[src/rtl/core/lfct_pkg.sv]
// shared types and constants for the lfu cache table
package lfct_pkg;

    localparam int KEY_W  = 32;
    localparam int DATA_W = 32;
    localparam int CFG_W  = 5;

    localparam logic [CFG_W-1:0] CAP_RESET = 5'd16;

    localparam logic MODE_GET = 1'b0;
    localparam logic MODE_PUT = 1'b1;

    typedef enum logic [1:0] {
        ST_IDLE,
        ST_SWEEP,
        ST_DONE
    } state_t;

    typedef enum logic [1:0] {
        OP_LOOKUP,
        OP_TOUCH,
        OP_EVICT,
        OP_INSERT
    } sweep_op_t;

    typedef struct packed {
        logic match;
        logic better;
        logic free_slot;
        logic wr_en;
    } alu_flags_t;

endpackage

[src/rtl/core/lfct_entry_ram.sv]
// entry storage: one write port, one registered read port
module lfct_entry_ram #(
    parameter int WIDTH     = 88,
    parameter int DEPTH     = 16,
    parameter int ADDR_BITS = 4
) (
    input  logic                 clk,
    input  logic                 we,
    input  logic [ADDR_BITS-1:0] waddr,
    input  logic [WIDTH-1:0]     wdata,
    input  logic                 re,
    input  logic [ADDR_BITS-1:0] raddr,
    output logic [WIDTH-1:0]     rdata
);

    logic [WIDTH-1:0] mem [DEPTH];

    always_ff @(posedge clk)
    begin
        if (we)
        begin
            mem[waddr] <= wdata;
        end
        if (re)
        begin
            rdata <= mem[raddr];
        end
    end

endmodule

[src/rtl/core/lfct_entry_alu.sv]
// shared per-entry unit: key match, victim compare and entry update
module lfct_entry_alu #(
    parameter int COUNT_BITS = 16,
    parameter int RANK_BITS  = 4,
    parameter int IDX_BITS   = 4
) (
    input  lfct_pkg::sweep_op_t          op,
    input  logic                         e_valid,
    input  logic [IDX_BITS-1:0]          e_idx,
    input  logic [lfct_pkg::KEY_W-1:0]   e_key,
    input  logic [lfct_pkg::DATA_W-1:0]  e_data,
    input  logic [COUNT_BITS-1:0]        e_count,
    input  logic [RANK_BITS-1:0]         e_rank,
    input  logic [lfct_pkg::KEY_W-1:0]   req_key,
    input  logic [lfct_pkg::DATA_W-1:0]  req_value,
    input  logic                         req_put,
    input  logic [IDX_BITS-1:0]          sel_slot,
    input  logic [RANK_BITS-1:0]         sel_rank,
    input  logic                         best_found,
    input  logic [COUNT_BITS-1:0]        best_count,
    input  logic [RANK_BITS-1:0]         best_rank,
    output lfct_pkg::alu_flags_t         flags,
    output logic [lfct_pkg::KEY_W-1:0]   new_key,
    output logic [lfct_pkg::DATA_W-1:0]  new_data,
    output logic [COUNT_BITS-1:0]        new_count,
    output logic [RANK_BITS-1:0]         new_rank,
    output logic [RANK_BITS-1:0]         score_rank
);

    import lfct_pkg::*;

    logic                  at_sel;
    logic                  live;
    logic [COUNT_BITS-1:0] count_inc;
    logic [RANK_BITS-1:0]  rank_inc;
    logic [RANK_BITS-1:0]  rank_dec;

    always_comb
    begin
        at_sel     = (e_idx == sel_slot);
        count_inc  = (e_count == {COUNT_BITS{1'b1}}) ? e_count : e_count + COUNT_BITS'(1);
        rank_inc   = e_rank + RANK_BITS'(1);
        rank_dec   = e_rank - RANK_BITS'(1);
        flags      = '0;
        live       = 1'b0;
        new_key    = e_key;
        new_data   = e_data;
        new_count  = e_count;
        new_rank   = e_rank;
        score_rank = e_rank;
        unique case (op)
            OP_LOOKUP:
            begin
                flags.match     = e_valid && (e_key == req_key);
                flags.free_slot = !e_valid;
                live            = e_valid;
            end
            OP_TOUCH:
            begin
                if (e_valid && at_sel)
                begin
                    new_data    = req_put ? req_value : e_data;
                    new_count   = count_inc;
                    new_rank    = '0;
                    flags.wr_en = 1'b1;
                end
                else if (e_valid && (e_rank < sel_rank))
                begin
                    new_rank    = rank_inc;
                    flags.wr_en = 1'b1;
                end
            end
            OP_EVICT:
            begin
                live            = e_valid && !at_sel;
                flags.free_slot = !e_valid || at_sel;
                if (live && (e_rank > sel_rank))
                begin
                    new_rank    = rank_dec;
                    score_rank  = rank_dec;
                    flags.wr_en = 1'b1;
                end
            end
            OP_INSERT:
            begin
                if (at_sel)
                begin
                    new_key     = req_key;
                    new_data    = req_value;
                    new_count   = COUNT_BITS'(1);
                    new_rank    = '0;
                    flags.wr_en = 1'b1;
                end
                else if (e_valid)
                begin
                    new_rank    = rank_inc;
                    flags.wr_en = 1'b1;
                end
            end
            default:
            begin
                live = 1'b0;
            end
        endcase
        flags.better = live && (!best_found || (e_count < best_count) ||
                       ((e_count == best_count) && (score_rank > best_rank)));
    end

endmodule

[src/rtl/core/lfu_cache_table_core.sv]
// top level of the lfu cache table: sequencer, valid bits and result register
//
// usage
//   input channel: in_valid / in_stall with mode, lookup_key, write_value.
//   mode get looks up a key, mode put inserts or updates it.
//   output channel: out_valid / out_stall with hit and read_value, one word
//   per input word, in order.
//   config channel: cfg_valid / cfg_ready with cfg_data, the capacity in use;
//   write it only while the block is idle. cfg_ready is always high.
// sequencing
//   every access with nonzero capacity runs as sweeps over all ENTRIES slots
//   through one shared entry unit and the entry ram.
//   get miss: 1 sweep; hit: 2 sweeps (lookup, touch); put of a new key:
//   2 sweeps plus one per eviction. after the last sweep the block enters
//   the done state and loads the result into the output register once that
//   is free; capacity zero goes straight to done. in_stall is high from
//   accept until the result sits in the output register.
// reset clears all valid bits, occupancy and sets capacity to 16.
// a stalled result holds the output register; the block waits to unload it.
module lfu_cache_table_core #(
    parameter int ENTRIES    = 16,
    parameter int COUNT_BITS = 16
) (
    input  logic                               clk,
    input  logic                               rst_n,
    input  logic                               in_valid,
    output logic                               in_stall,
    input  logic                               mode,
    input  logic signed [lfct_pkg::KEY_W-1:0]  lookup_key,
    input  logic signed [lfct_pkg::DATA_W-1:0] write_value,
    output logic                               out_valid,
    input  logic                               out_stall,
    output logic                               hit,
    output logic signed [lfct_pkg::DATA_W-1:0] read_value,
    input  logic                               cfg_valid,
    output logic                               cfg_ready,
    input  logic [lfct_pkg::CFG_W-1:0]         cfg_data
);

    import lfct_pkg::*;

    localparam int IDX_BITS  = (ENTRIES > 1) ? $clog2(ENTRIES) : 1;
    localparam int OCC_BITS  = $clog2(ENTRIES + 1);
    localparam int RANK_BITS = IDX_BITS;
    localparam int CAP_BITS  = (OCC_BITS > CFG_W) ? OCC_BITS : CFG_W;
    localparam int WORD_BITS = KEY_W + DATA_W + COUNT_BITS + RANK_BITS;

    state_t                state_reg, state_next;
    sweep_op_t             op_reg, op_next;
    logic [CFG_W-1:0]      cap_reg, cap_next;
    logic [OCC_BITS-1:0]   occ_reg, occ_next;
    logic [ENTRIES-1:0]    valid_reg, valid_next;
    logic [OCC_BITS-1:0]   cnt_reg, cnt_next;
    logic                  pipe_vld_reg, pipe_vld_next;
    logic [IDX_BITS-1:0]   pipe_idx_reg, pipe_idx_next;
    logic                  hit_found_reg, hit_found_next;
    logic                  cand_found_reg, cand_found_next;
    logic                  free_found_reg, free_found_next;
    logic                  out_valid_reg, out_valid_next;

    logic                  req_put_reg, req_put_next;
    logic [KEY_W-1:0]      req_key_reg, req_key_next;
    logic [DATA_W-1:0]     req_value_reg, req_value_next;
    logic [IDX_BITS-1:0]   hit_slot_reg, hit_slot_next;
    logic [RANK_BITS-1:0]  hit_rank_reg, hit_rank_next;
    logic [DATA_W-1:0]     hit_data_reg, hit_data_next;
    logic [IDX_BITS-1:0]   cand_slot_reg, cand_slot_next;
    logic [COUNT_BITS-1:0] cand_count_reg, cand_count_next;
    logic [RANK_BITS-1:0]  cand_rank_reg, cand_rank_next;
    logic [IDX_BITS-1:0]   ev_slot_reg, ev_slot_next;
    logic [RANK_BITS-1:0]  ev_rank_reg, ev_rank_next;
    logic [IDX_BITS-1:0]   free_slot_reg, free_slot_next;
    logic                  res_hit_reg, res_hit_next;
    logic [DATA_W-1:0]     res_value_reg, res_value_next;
    logic                  out_hit_reg, out_hit_next;
    logic [DATA_W-1:0]     out_value_reg, out_value_next;

    logic [CAP_BITS-1:0]   cap_ext;
    logic [CAP_BITS-1:0]   cap_eff;
    logic [CAP_BITS-1:0]   occ_ext;
    logic [CAP_BITS-1:0]   occ_dec;
    logic                  evict_now;
    logic                  evict_again;
    logic                  sweep_done;
    logic                  in_accept;
    logic                  out_free;

    logic                  ram_we;
    logic [IDX_BITS-1:0]   ram_waddr;
    logic [WORD_BITS-1:0]  ram_wdata;
    logic                  ram_re;
    logic [IDX_BITS-1:0]   ram_raddr;
    logic [WORD_BITS-1:0]  ram_rdata;

    logic [KEY_W-1:0]      e_key;
    logic [DATA_W-1:0]     e_data;
    logic [COUNT_BITS-1:0] e_count;
    logic [RANK_BITS-1:0]  e_rank;
    logic [IDX_BITS-1:0]   sel_slot;
    logic [RANK_BITS-1:0]  sel_rank;
    alu_flags_t            alu_flags;
    logic [KEY_W-1:0]      new_key;
    logic [DATA_W-1:0]     new_data;
    logic [COUNT_BITS-1:0] new_count;
    logic [RANK_BITS-1:0]  new_rank;
    logic [RANK_BITS-1:0]  score_rank;

    assign e_key   = ram_rdata[WORD_BITS-1 -: KEY_W];
    assign e_data  = ram_rdata[WORD_BITS-KEY_W-1 -: DATA_W];
    assign e_count = ram_rdata[RANK_BITS +: COUNT_BITS];
    assign e_rank  = ram_rdata[RANK_BITS-1:0];

    assign ram_re    = (state_reg == ST_SWEEP) && (cnt_reg < OCC_BITS'(ENTRIES));
    assign ram_raddr = cnt_reg[IDX_BITS-1:0];
    assign ram_we    = pipe_vld_reg && alu_flags.wr_en;
    assign ram_waddr = pipe_idx_reg;
    assign ram_wdata = {new_key, new_data, new_count, new_rank};

    lfct_entry_ram #(
        .WIDTH     (WORD_BITS),
        .DEPTH     (ENTRIES),
        .ADDR_BITS (IDX_BITS)
    ) u_ram (
        .clk   (clk),
        .we    (ram_we),
        .waddr (ram_waddr),
        .wdata (ram_wdata),
        .re    (ram_re),
        .raddr (ram_raddr),
        .rdata (ram_rdata)
    );

    always_comb
    begin
        unique case (op_reg)
            OP_TOUCH:
            begin
                sel_slot = hit_slot_reg;
                sel_rank = hit_rank_reg;
            end
            OP_EVICT:
            begin
                sel_slot = ev_slot_reg;
                sel_rank = ev_rank_reg;
            end
            OP_INSERT:
            begin
                sel_slot = free_slot_reg;
                sel_rank = '0;
            end
            default:
            begin
                sel_slot = hit_slot_reg;
                sel_rank = '0;
            end
        endcase
    end

    lfct_entry_alu #(
        .COUNT_BITS (COUNT_BITS),
        .RANK_BITS  (RANK_BITS),
        .IDX_BITS   (IDX_BITS)
    ) u_alu (
        .op         (op_reg),
        .e_valid    (valid_reg[pipe_idx_reg]),
        .e_idx      (pipe_idx_reg),
        .e_key      (e_key),
        .e_data     (e_data),
        .e_count    (e_count),
        .e_rank     (e_rank),
        .req_key    (req_key_reg),
        .req_value  (req_value_reg),
        .req_put    (req_put_reg),
        .sel_slot   (sel_slot),
        .sel_rank   (sel_rank),
        .best_found (cand_found_reg),
        .best_count (cand_count_reg),
        .best_rank  (cand_rank_reg),
        .flags      (alu_flags),
        .new_key    (new_key),
        .new_data   (new_data),
        .new_count  (new_count),
        .new_rank   (new_rank),
        .score_rank (score_rank)
    );

    assign cap_ext     = CAP_BITS'(cap_reg);
    assign cap_eff     = (cap_ext > CAP_BITS'(ENTRIES)) ? CAP_BITS'(ENTRIES) : cap_ext;
    assign occ_ext     = CAP_BITS'(occ_reg);
    assign occ_dec     = occ_ext - CAP_BITS'(1);
    assign evict_now   = (occ_ext >= cap_eff) && (occ_ext != '0);
    assign evict_again = (occ_dec >= cap_eff) && (occ_dec != '0);
    assign sweep_done  = (cnt_reg == OCC_BITS'(ENTRIES)) && !pipe_vld_reg;
    assign in_accept   = in_valid && !in_stall;
    assign out_free    = !out_valid_reg || !out_stall;

    assign in_stall   = (state_reg != ST_IDLE);
    assign cfg_ready  = 1'b1;
    assign out_valid  = out_valid_reg;
    assign hit        = out_hit_reg;
    assign read_value = out_value_reg;

    always_comb
    begin
        state_next      = state_reg;
        op_next         = op_reg;
        cap_next        = cfg_valid ? cfg_data : cap_reg;
        occ_next        = occ_reg;
        valid_next      = valid_reg;
        cnt_next        = cnt_reg;
        pipe_vld_next   = 1'b0;
        pipe_idx_next   = pipe_idx_reg;
        hit_found_next  = hit_found_reg;
        cand_found_next = cand_found_reg;
        free_found_next = free_found_reg;
        out_valid_next  = out_valid_reg && out_stall;
        req_put_next    = req_put_reg;
        req_key_next    = req_key_reg;
        req_value_next  = req_value_reg;
        hit_slot_next   = hit_slot_reg;
        hit_rank_next   = hit_rank_reg;
        hit_data_next   = hit_data_reg;
        cand_slot_next  = cand_slot_reg;
        cand_count_next = cand_count_reg;
        cand_rank_next  = cand_rank_reg;
        ev_slot_next    = ev_slot_reg;
        ev_rank_next    = ev_rank_reg;
        free_slot_next  = free_slot_reg;
        res_hit_next    = res_hit_reg;
        res_value_next  = res_value_reg;
        out_hit_next    = out_hit_reg;
        out_value_next  = out_value_reg;

        unique case (state_reg)
            ST_IDLE:
            begin
                if (in_accept)
                begin
                    req_put_next   = (mode == MODE_PUT);
                    req_key_next   = lookup_key;
                    req_value_next = write_value;
                    if (cap_eff == '0)
                    begin
                        res_hit_next   = 1'b0;
                        res_value_next = '0;
                        state_next     = ST_DONE;
                    end
                    else
                    begin
                        op_next         = OP_LOOKUP;
                        state_next      = ST_SWEEP;
                        cnt_next        = '0;
                        hit_found_next  = 1'b0;
                        cand_found_next = 1'b0;
                        free_found_next = 1'b0;
                    end
                end
            end
            ST_SWEEP:
            begin
                if (ram_re)
                begin
                    cnt_next      = cnt_reg + OCC_BITS'(1);
                    pipe_vld_next = 1'b1;
                    pipe_idx_next = ram_raddr;
                end
                if (pipe_vld_reg)
                begin
                    if (alu_flags.match && !hit_found_reg)
                    begin
                        hit_found_next = 1'b1;
                        hit_slot_next  = pipe_idx_reg;
                        hit_rank_next  = e_rank;
                        hit_data_next  = e_data;
                    end
                    if (alu_flags.better)
                    begin
                        cand_found_next = 1'b1;
                        cand_slot_next  = pipe_idx_reg;
                        cand_count_next = e_count;
                        cand_rank_next  = score_rank;
                    end
                    if (alu_flags.free_slot && !free_found_reg)
                    begin
                        free_found_next = 1'b1;
                        free_slot_next  = pipe_idx_reg;
                    end
                end
                if (sweep_done)
                begin
                    cnt_next = '0;
                    unique case (op_reg)
                        OP_LOOKUP:
                        begin
                            res_hit_next   = hit_found_reg;
                            res_value_next = (hit_found_reg && !req_put_reg) ? hit_data_reg : '0;
                            if (hit_found_reg)
                            begin
                                op_next = OP_TOUCH;
                            end
                            else if (!req_put_reg)
                            begin
                                state_next = ST_DONE;
                            end
                            else if (evict_now)
                            begin
                                op_next         = OP_EVICT;
                                ev_slot_next    = cand_slot_reg;
                                ev_rank_next    = cand_rank_reg;
                                cand_found_next = 1'b0;
                                free_found_next = 1'b0;
                            end
                            else
                            begin
                                op_next = OP_INSERT;
                            end
                        end
                        OP_EVICT:
                        begin
                            valid_next[ev_slot_reg] = 1'b0;
                            occ_next = occ_reg - OCC_BITS'(1);
                            if (evict_again)
                            begin
                                ev_slot_next    = cand_slot_reg;
                                ev_rank_next    = cand_rank_reg;
                                cand_found_next = 1'b0;
                                free_found_next = 1'b0;
                            end
                            else
                            begin
                                op_next = OP_INSERT;
                            end
                        end
                        OP_INSERT:
                        begin
                            if (free_found_reg)
                            begin
                                valid_next[free_slot_reg] = 1'b1;
                                occ_next = occ_reg + OCC_BITS'(1);
                            end
                            state_next = ST_DONE;
                        end
                        default:
                        begin
                            state_next = ST_DONE;
                        end
                    endcase
                end
            end
            ST_DONE:
            begin
                if (out_free)
                begin
                    out_valid_next = 1'b1;
                    out_hit_next   = res_hit_reg;
                    out_value_next = res_value_reg;
                    state_next     = ST_IDLE;
                end
            end
            default:
            begin
                state_next = ST_IDLE;
            end
        endcase
    end

    always_ff @(posedge clk or negedge rst_n)
    begin
        if (!rst_n)
        begin
            state_reg      <= ST_IDLE;
            op_reg         <= OP_LOOKUP;
            cap_reg        <= CAP_RESET;
            occ_reg        <= '0;
            valid_reg      <= '0;
            cnt_reg        <= '0;
            pipe_vld_reg   <= 1'b0;
            hit_found_reg  <= 1'b0;
            cand_found_reg <= 1'b0;
            free_found_reg <= 1'b0;
            out_valid_reg  <= 1'b0;
        end
        else
        begin
            state_reg      <= state_next;
            op_reg         <= op_next;
            cap_reg        <= cap_next;
            occ_reg        <= occ_next;
            valid_reg      <= valid_next;
            cnt_reg        <= cnt_next;
            pipe_vld_reg   <= pipe_vld_next;
            hit_found_reg  <= hit_found_next;
            cand_found_reg <= cand_found_next;
            free_found_reg <= free_found_next;
            out_valid_reg  <= out_valid_next;
        end
    end

    always_ff @(posedge clk)
    begin
        pipe_idx_reg   <= pipe_idx_next;
        req_put_reg    <= req_put_next;
        req_key_reg    <= req_key_next;
        req_value_reg  <= req_value_next;
        hit_slot_reg   <= hit_slot_next;
        hit_rank_reg   <= hit_rank_next;
        hit_data_reg   <= hit_data_next;
        cand_slot_reg  <= cand_slot_next;
        cand_count_reg <= cand_count_next;
        cand_rank_reg  <= cand_rank_next;
        ev_slot_reg    <= ev_slot_next;
        ev_rank_reg    <= ev_rank_next;
        free_slot_reg  <= free_slot_next;
        res_hit_reg    <= res_hit_next;
        res_value_reg  <= res_value_next;
        out_hit_reg    <= out_hit_next;
        out_value_reg  <= out_value_next;
    end

    a_occ_matches_valid: assert property (@(posedge clk) disable iff (!rst_n)
        $countones(valid_reg) == int'(occ_reg))
        else $error("occupancy disagrees with valid bits");

    a_no_rw_collide: assert property (@(posedge clk) disable iff (!rst_n)
        (ram_we && ram_re) |-> (ram_waddr != ram_raddr))
        else $error("entry ram read and write hit the same slot");

    a_out_from_done: assert property (@(posedge clk) disable iff (!rst_n)
        $rose(out_valid_reg) |-> $past(state_reg == ST_DONE))
        else $error("result word loaded outside done state");

    a_quiet_outside_sweep: assert property (@(posedge clk) disable iff (!rst_n)
        (state_reg != ST_SWEEP) |-> (!pipe_vld_reg && !ram_we))
        else $error("entry traffic outside a sweep");

    a_insert_has_slot: assert property (@(posedge clk) disable iff (!rst_n)
        (state_reg == ST_SWEEP && op_reg == OP_INSERT) |-> free_found_reg)
        else $error("insert sweep without a free slot");

endmodule
[config.mk]
export PLATFORM = sky130hd
export DESIGN_NAME = lfu_cache_table_core
export DESIGN_NICKNAME = d
export VERILOG_FILES = /design/src/rtl/core/lfct_pkg.sv /design/src/rtl/core/lfct_entry_ram.sv /design/src/rtl/core/lfct_entry_alu.sv /design/src/rtl/core/lfu_cache_table_core.sv
export SDC_FILE = /design/constraint.sdc
export NUM_CORES = 2
export LEC_CHECK = 0
export ABC_AREA = 1
export BUFFER_PORTS_ARGS = -buffer_cell sky130_fd_sc_hd__buf_4
export CORE_ASPECT_RATIO = 0.5
export CORE_MARGIN = 2
export CORE_UTILIZATION = 56
export DETAILED_ROUTE_END_ITERATION = 8
export HOLD_SLACK_MARGIN = 0.05
export PLACE_DENSITY_LB_ADDON = 0.3
export SLEW_MARGIN = 20
export SYNTH_ARGS = -nofsm -noshare
export SYNTH_HDL_FRONTEND = slang
export SYNTH_SLANG_ARGS = --single-unit
[constraint.sdc]
create_clock -name clk -period 6.3 [get_ports clk]
set_input_delay 0.315 -clock clk [delete_from_list [all_inputs] [get_ports clk]]
set_output_delay 0.315 -clock clk [all_outputs]
set_load 0.01 [all_outputs]
==> impl_metrics.json <==
{
  "pin_count_of_the_biggest_net_entering_global_routing": 227,
  "start_util_pct": 56.4,
  "fmax_mhz": 213,
  "path_delay_family": "simple AND/OR/NAND/NOR gates",
  "setup.worst_path.end": "u_ram.mem[4][26]",
  "setup.worst_path.start_class": "register",
  "detailroute.via_count": 43308,
  "wire_per_inst_um": 24.3,
  "postSynth.asyncResetShare_pct": 2.38,
  "clock_h_tree_levels": 4,
  "fin_crit_sh_pct": 74.4,
  "insertion_delay_ns": 0.79,
  "largest_registers": "u_ram.mem: 1344 flops, u_ram.rdata: 84 flops",
  "die_height_um": 248,
  "detailed_router_iteration_count_before_antenna_repair": 7,
  "grt_setup_unrepaired": "false",
  "residual_drc_count": 0,
  "floorplan.rows": 89,
  "synthesis.area_sq_um": 66500,
  "ant_nets": 0,
  "netlist_top_cells_area": "sky130_fd_sc_hd__edfxtp_1 74%, sky130_fd_sc_hd__o21ai_0 5.7%, sky130_fd_sc_hd__nor2_1 4.5%, sky130_fd_sc_hd__nand2_1 3.7%, sky130_fd_sc_hd__o22ai_1 3.2%",
  "finalHoldViolations": 0,
  "ctsHoldBuffers": 82,
  "grt_pass1_wl_um": 252000,
  "synth_warnings": 0,
  "cpMostUsedCell": "sky130_fd_sc_hd__nand2_1",
  "clock_sinks": 1679,
  "synth_top_flop_cell": "sky130_fd_sc_hd__edfxtp_1",
  "power.clock.fraction_pct": 29.9,
  "ir_worst_vdd_mv": 0.280,
  "kind_of_path_behind_the_tightest_hold_check": "input port to async pin",
  "synthesis.area_per_instance_sq_um": 12.9,
  "port-buffer-count": 109,
  "post_synthesis_cells": 5141,
  "power.net_switching_mw": 8.83,
  "globalRoute.totalOverflow": 0,
  "critPathBufInv": 3,
  "routed_via_density": 6.20,
  "final.fill_count": 8511,
  "crit_chain": "inv_1, ha_1, a22o_1, nand2_1, ha_1, nand2_1, inv_1, nor3_1, nand2_1, nand2_1, nand2_1, nand3_1, nand2_1, nor2_4, buf_4",
  "total_power_mw": 29.0,
  "antenna_found_initial": 2,
  "cts_setup_buffers": 0,
  "grt_pass1_vias": 40662,
  "timing_worst_slew_pin_value_ns": 1.19,
  "timing.critical_path.arrival_ns": 5.12,
  "detail_route.wirelength_um": 170000,
  "synth-seq-cells": 1679,
  "syn-num-nets": 5264,
  "clockRootBuffer": "sky130_fd_sc_hd__clkbuf_16",
  "reg2reg_setup_slack_ns": 1.61,
  "fin_util_pct": 63.4,
  "critPathMaxFanout": 21,
  "min_period_ns": 4.69,
  "worstReg2RegStart": "op_reg[0]",
  "run_status": "finished, final reports clean",
  "cp_data_required_time_ns": 6.74,
  "gr-usage-all-layers_pct": 27.5,
  "nNetsFinal": 5405,
  "fin_skew_ns": 0.0294,
  "cp_slowest_cell": "sky130_fd_sc_hd__nor2_4",
  "gp_congestion": 0.895,
  "seq_area_frac_synth_pct": 75.5,
  "fp.coreArea_sq_um": 118000,
  "synth_largest_type_area_fraction_pct": 74.0,
  "timing_worst_setup_path_type": "register to register",
  "max_cap_violations": 0,
  "finish.instance_area_sq_um": 74600,
  "design.portCount": 111,
  "internal_power_mw": 20.1,
  "postCtsResizedCells": 0,
  "insertedDiodeCount": 0,
  "sequential_cell_area_sq_um": 50200,
  "hold_worst_slack_ns": 0.0574,
  "syn_to_final_growth_pct": 12.2,
  "worst_setup_path_end_kind": "register",
  "path_clk_slew_ns": 0.07,
  "tritoncts": "built",
  "critical_path.max_stage_delay_ns": 0.87,
  "registers.top_by_ff_count": "u_ram.mem",
  "maxSlewViolCount": 0,
  "power.share.combinational_pct": 20.5,
  "crit_cells": 15,
  "area_of_the_multi_input_gates_sq_um": 14500,
  "placed_area_sq_um": 69300,
  "synth.top_cells.by_count": "1639 x sky130_fd_sc_hd__edfxtp_1, 790 x sky130_fd_sc_hd__nor2_1, 758 x sky130_fd_sc_hd__o21ai_0, 648 x sky130_fd_sc_hd__nand2_1, 344 x sky130_fd_sc_hd__o22ai_1",
  "design.die.area_sq_um": 122000,
  "buffer_levels_on_the_longest_clock_path": 3,
  "ys_types": 52,
  "relative_contribution_of_sequential_cells_to_total_power_pct": 49.7,
  "dieWidth_um": 491,
  "numCtsBuffers": 142,
  "number_of_flops_mapped_to_enable_cells_by_yosys": 1639,
  "finalSetupViolations": 0,
  "largest_register_ff_count": 1344,
  "yosys.area.top_type": "sky130_fd_sc_hd__edfxtp_1",
  "dr.first_iter.drc_count": 6311,
  "worstRegToRegCells": 15,
  "detailedPlacementHpwl_um": 89200,
  "worst_setup_path_startpoint": "op_reg[0]",
  "max-slew-margin-rel_pct": 20.2,
  "drive_above_1_share_pct": 9.33,
  "power.switching_fraction_pct": 30.5,
  "timing.rr.end": "u_ram.mem[4][26]",
  "power.static_leakage_nw": 25.2,
  "power.density_cell_area_nw_per_um2": 388,
  "cell_with_the_most_instances_after_synthesis": "sky130_fd_sc_hd__edfxtp_1"
}
==> final cells by class <==
class,instances,share of cell area (%)
flip-flops and latches,1679,67.3
multi-input cells,2953,19.4
clock buffers,180,5.15
repair buffers,290,3.46
well taps,1592,2.67
inverters,216,1.11
clock inverters,74,0.880
==> cells in the final DEF, fill, tap and decap left out, types with 37 or more instances in the layout <==
master	synthesis	layout
sky130_fd_sc_hd__edfxtp_1	1639	1639
sky130_fd_sc_hd__nor2_1	790	768
sky130_fd_sc_hd__ha_1	48	48
sky130_fd_sc_hd__nand4_1	106	106
sky130_fd_sc_hd__nand2_1	648	648
sky130_fd_sc_hd__inv_1	210	208
sky130_fd_sc_hd__o22ai_1	344	342
sky130_fd_sc_hd__dlygate4sd3_1	0	82
sky130_fd_sc_hd__o21ai_0	758	749
sky130_fd_sc_hd__buf_4	4	190
sky130_fd_sc_hd__clkbuf_16	0	148
sky130_fd_sc_hd__dfrtp_1	39	37
sky130_fd_sc_hd__nand3_1	73	73
==> power by group through the flow <==
stage | clock (mW) | combinational (mW) | sequential, mW
2_1_floorplan | 0 | 3.88 | 14.4
3_3_place_gp | 0 | 5.58 | 14.6
3_5_place_dp | 0 | 5.75 | 14.6
4_1_cts | 8.71 | 5.83 | 14.4
5_1_grt | 9.17 | 6.51 | 14.4
6_report | 8.65 | 5.93 | 14.4
==> kinds of logic after synthesis <==
kind of cell	share of synthesized area [%]
flip-flops	75.5
AND/OR/NAND/NOR	10.3
AO/OA/AOI/OAI	9.91
buffers and inverters	3.00
adder cells (fa/ha/maj)	0.903
XOR/XNOR	0.369
other	0.00564
multiplexers	0.0169
==> per-stage QoR <==
stage	setup WS, ns	TNS [ns]	cells
5_1_grt	1.14	0	6984
6_report	1.61	0	6984
4_1_cts	1.66	0	6983
3_3_place_gp	1.72	0	6647
3_5_place_dp	1.68	0	6647
2_1_floorplan	-0.172	-219.63	5141
==> layer usage <==
| layer | track usage, % | vias to the layer above | wire length [um] |
|---|---|---|---|
| li1 | - | 18982 | - |
| met1 | 40.6 | 21531 | 69800 |
| met2 | 42.1 | 2497 | 77300 |
| met3 | 4.54 | 298 | 18000 |
| met4 | 8.92 | 0 | 4410 |
| met5 | 0 | - | 0 |
==> worst min-delay path by stage <==
stage,start,end,slack [ns],cells after the start
after floorplan,rst_n,cand_found_reg,0.02,0
after global placement,rst_n,cap_ext[1],0.34,1
after detailed placement,rst_n,cap_ext[1],0.34,1
after CTS,rst_n,cap_ext[1],0.06,2
after global routing,rst_n,cap_ext[1],0.13,2
final,rst_n,cap_ext[1],0.06,2
(Power assumes the default switching activity.)
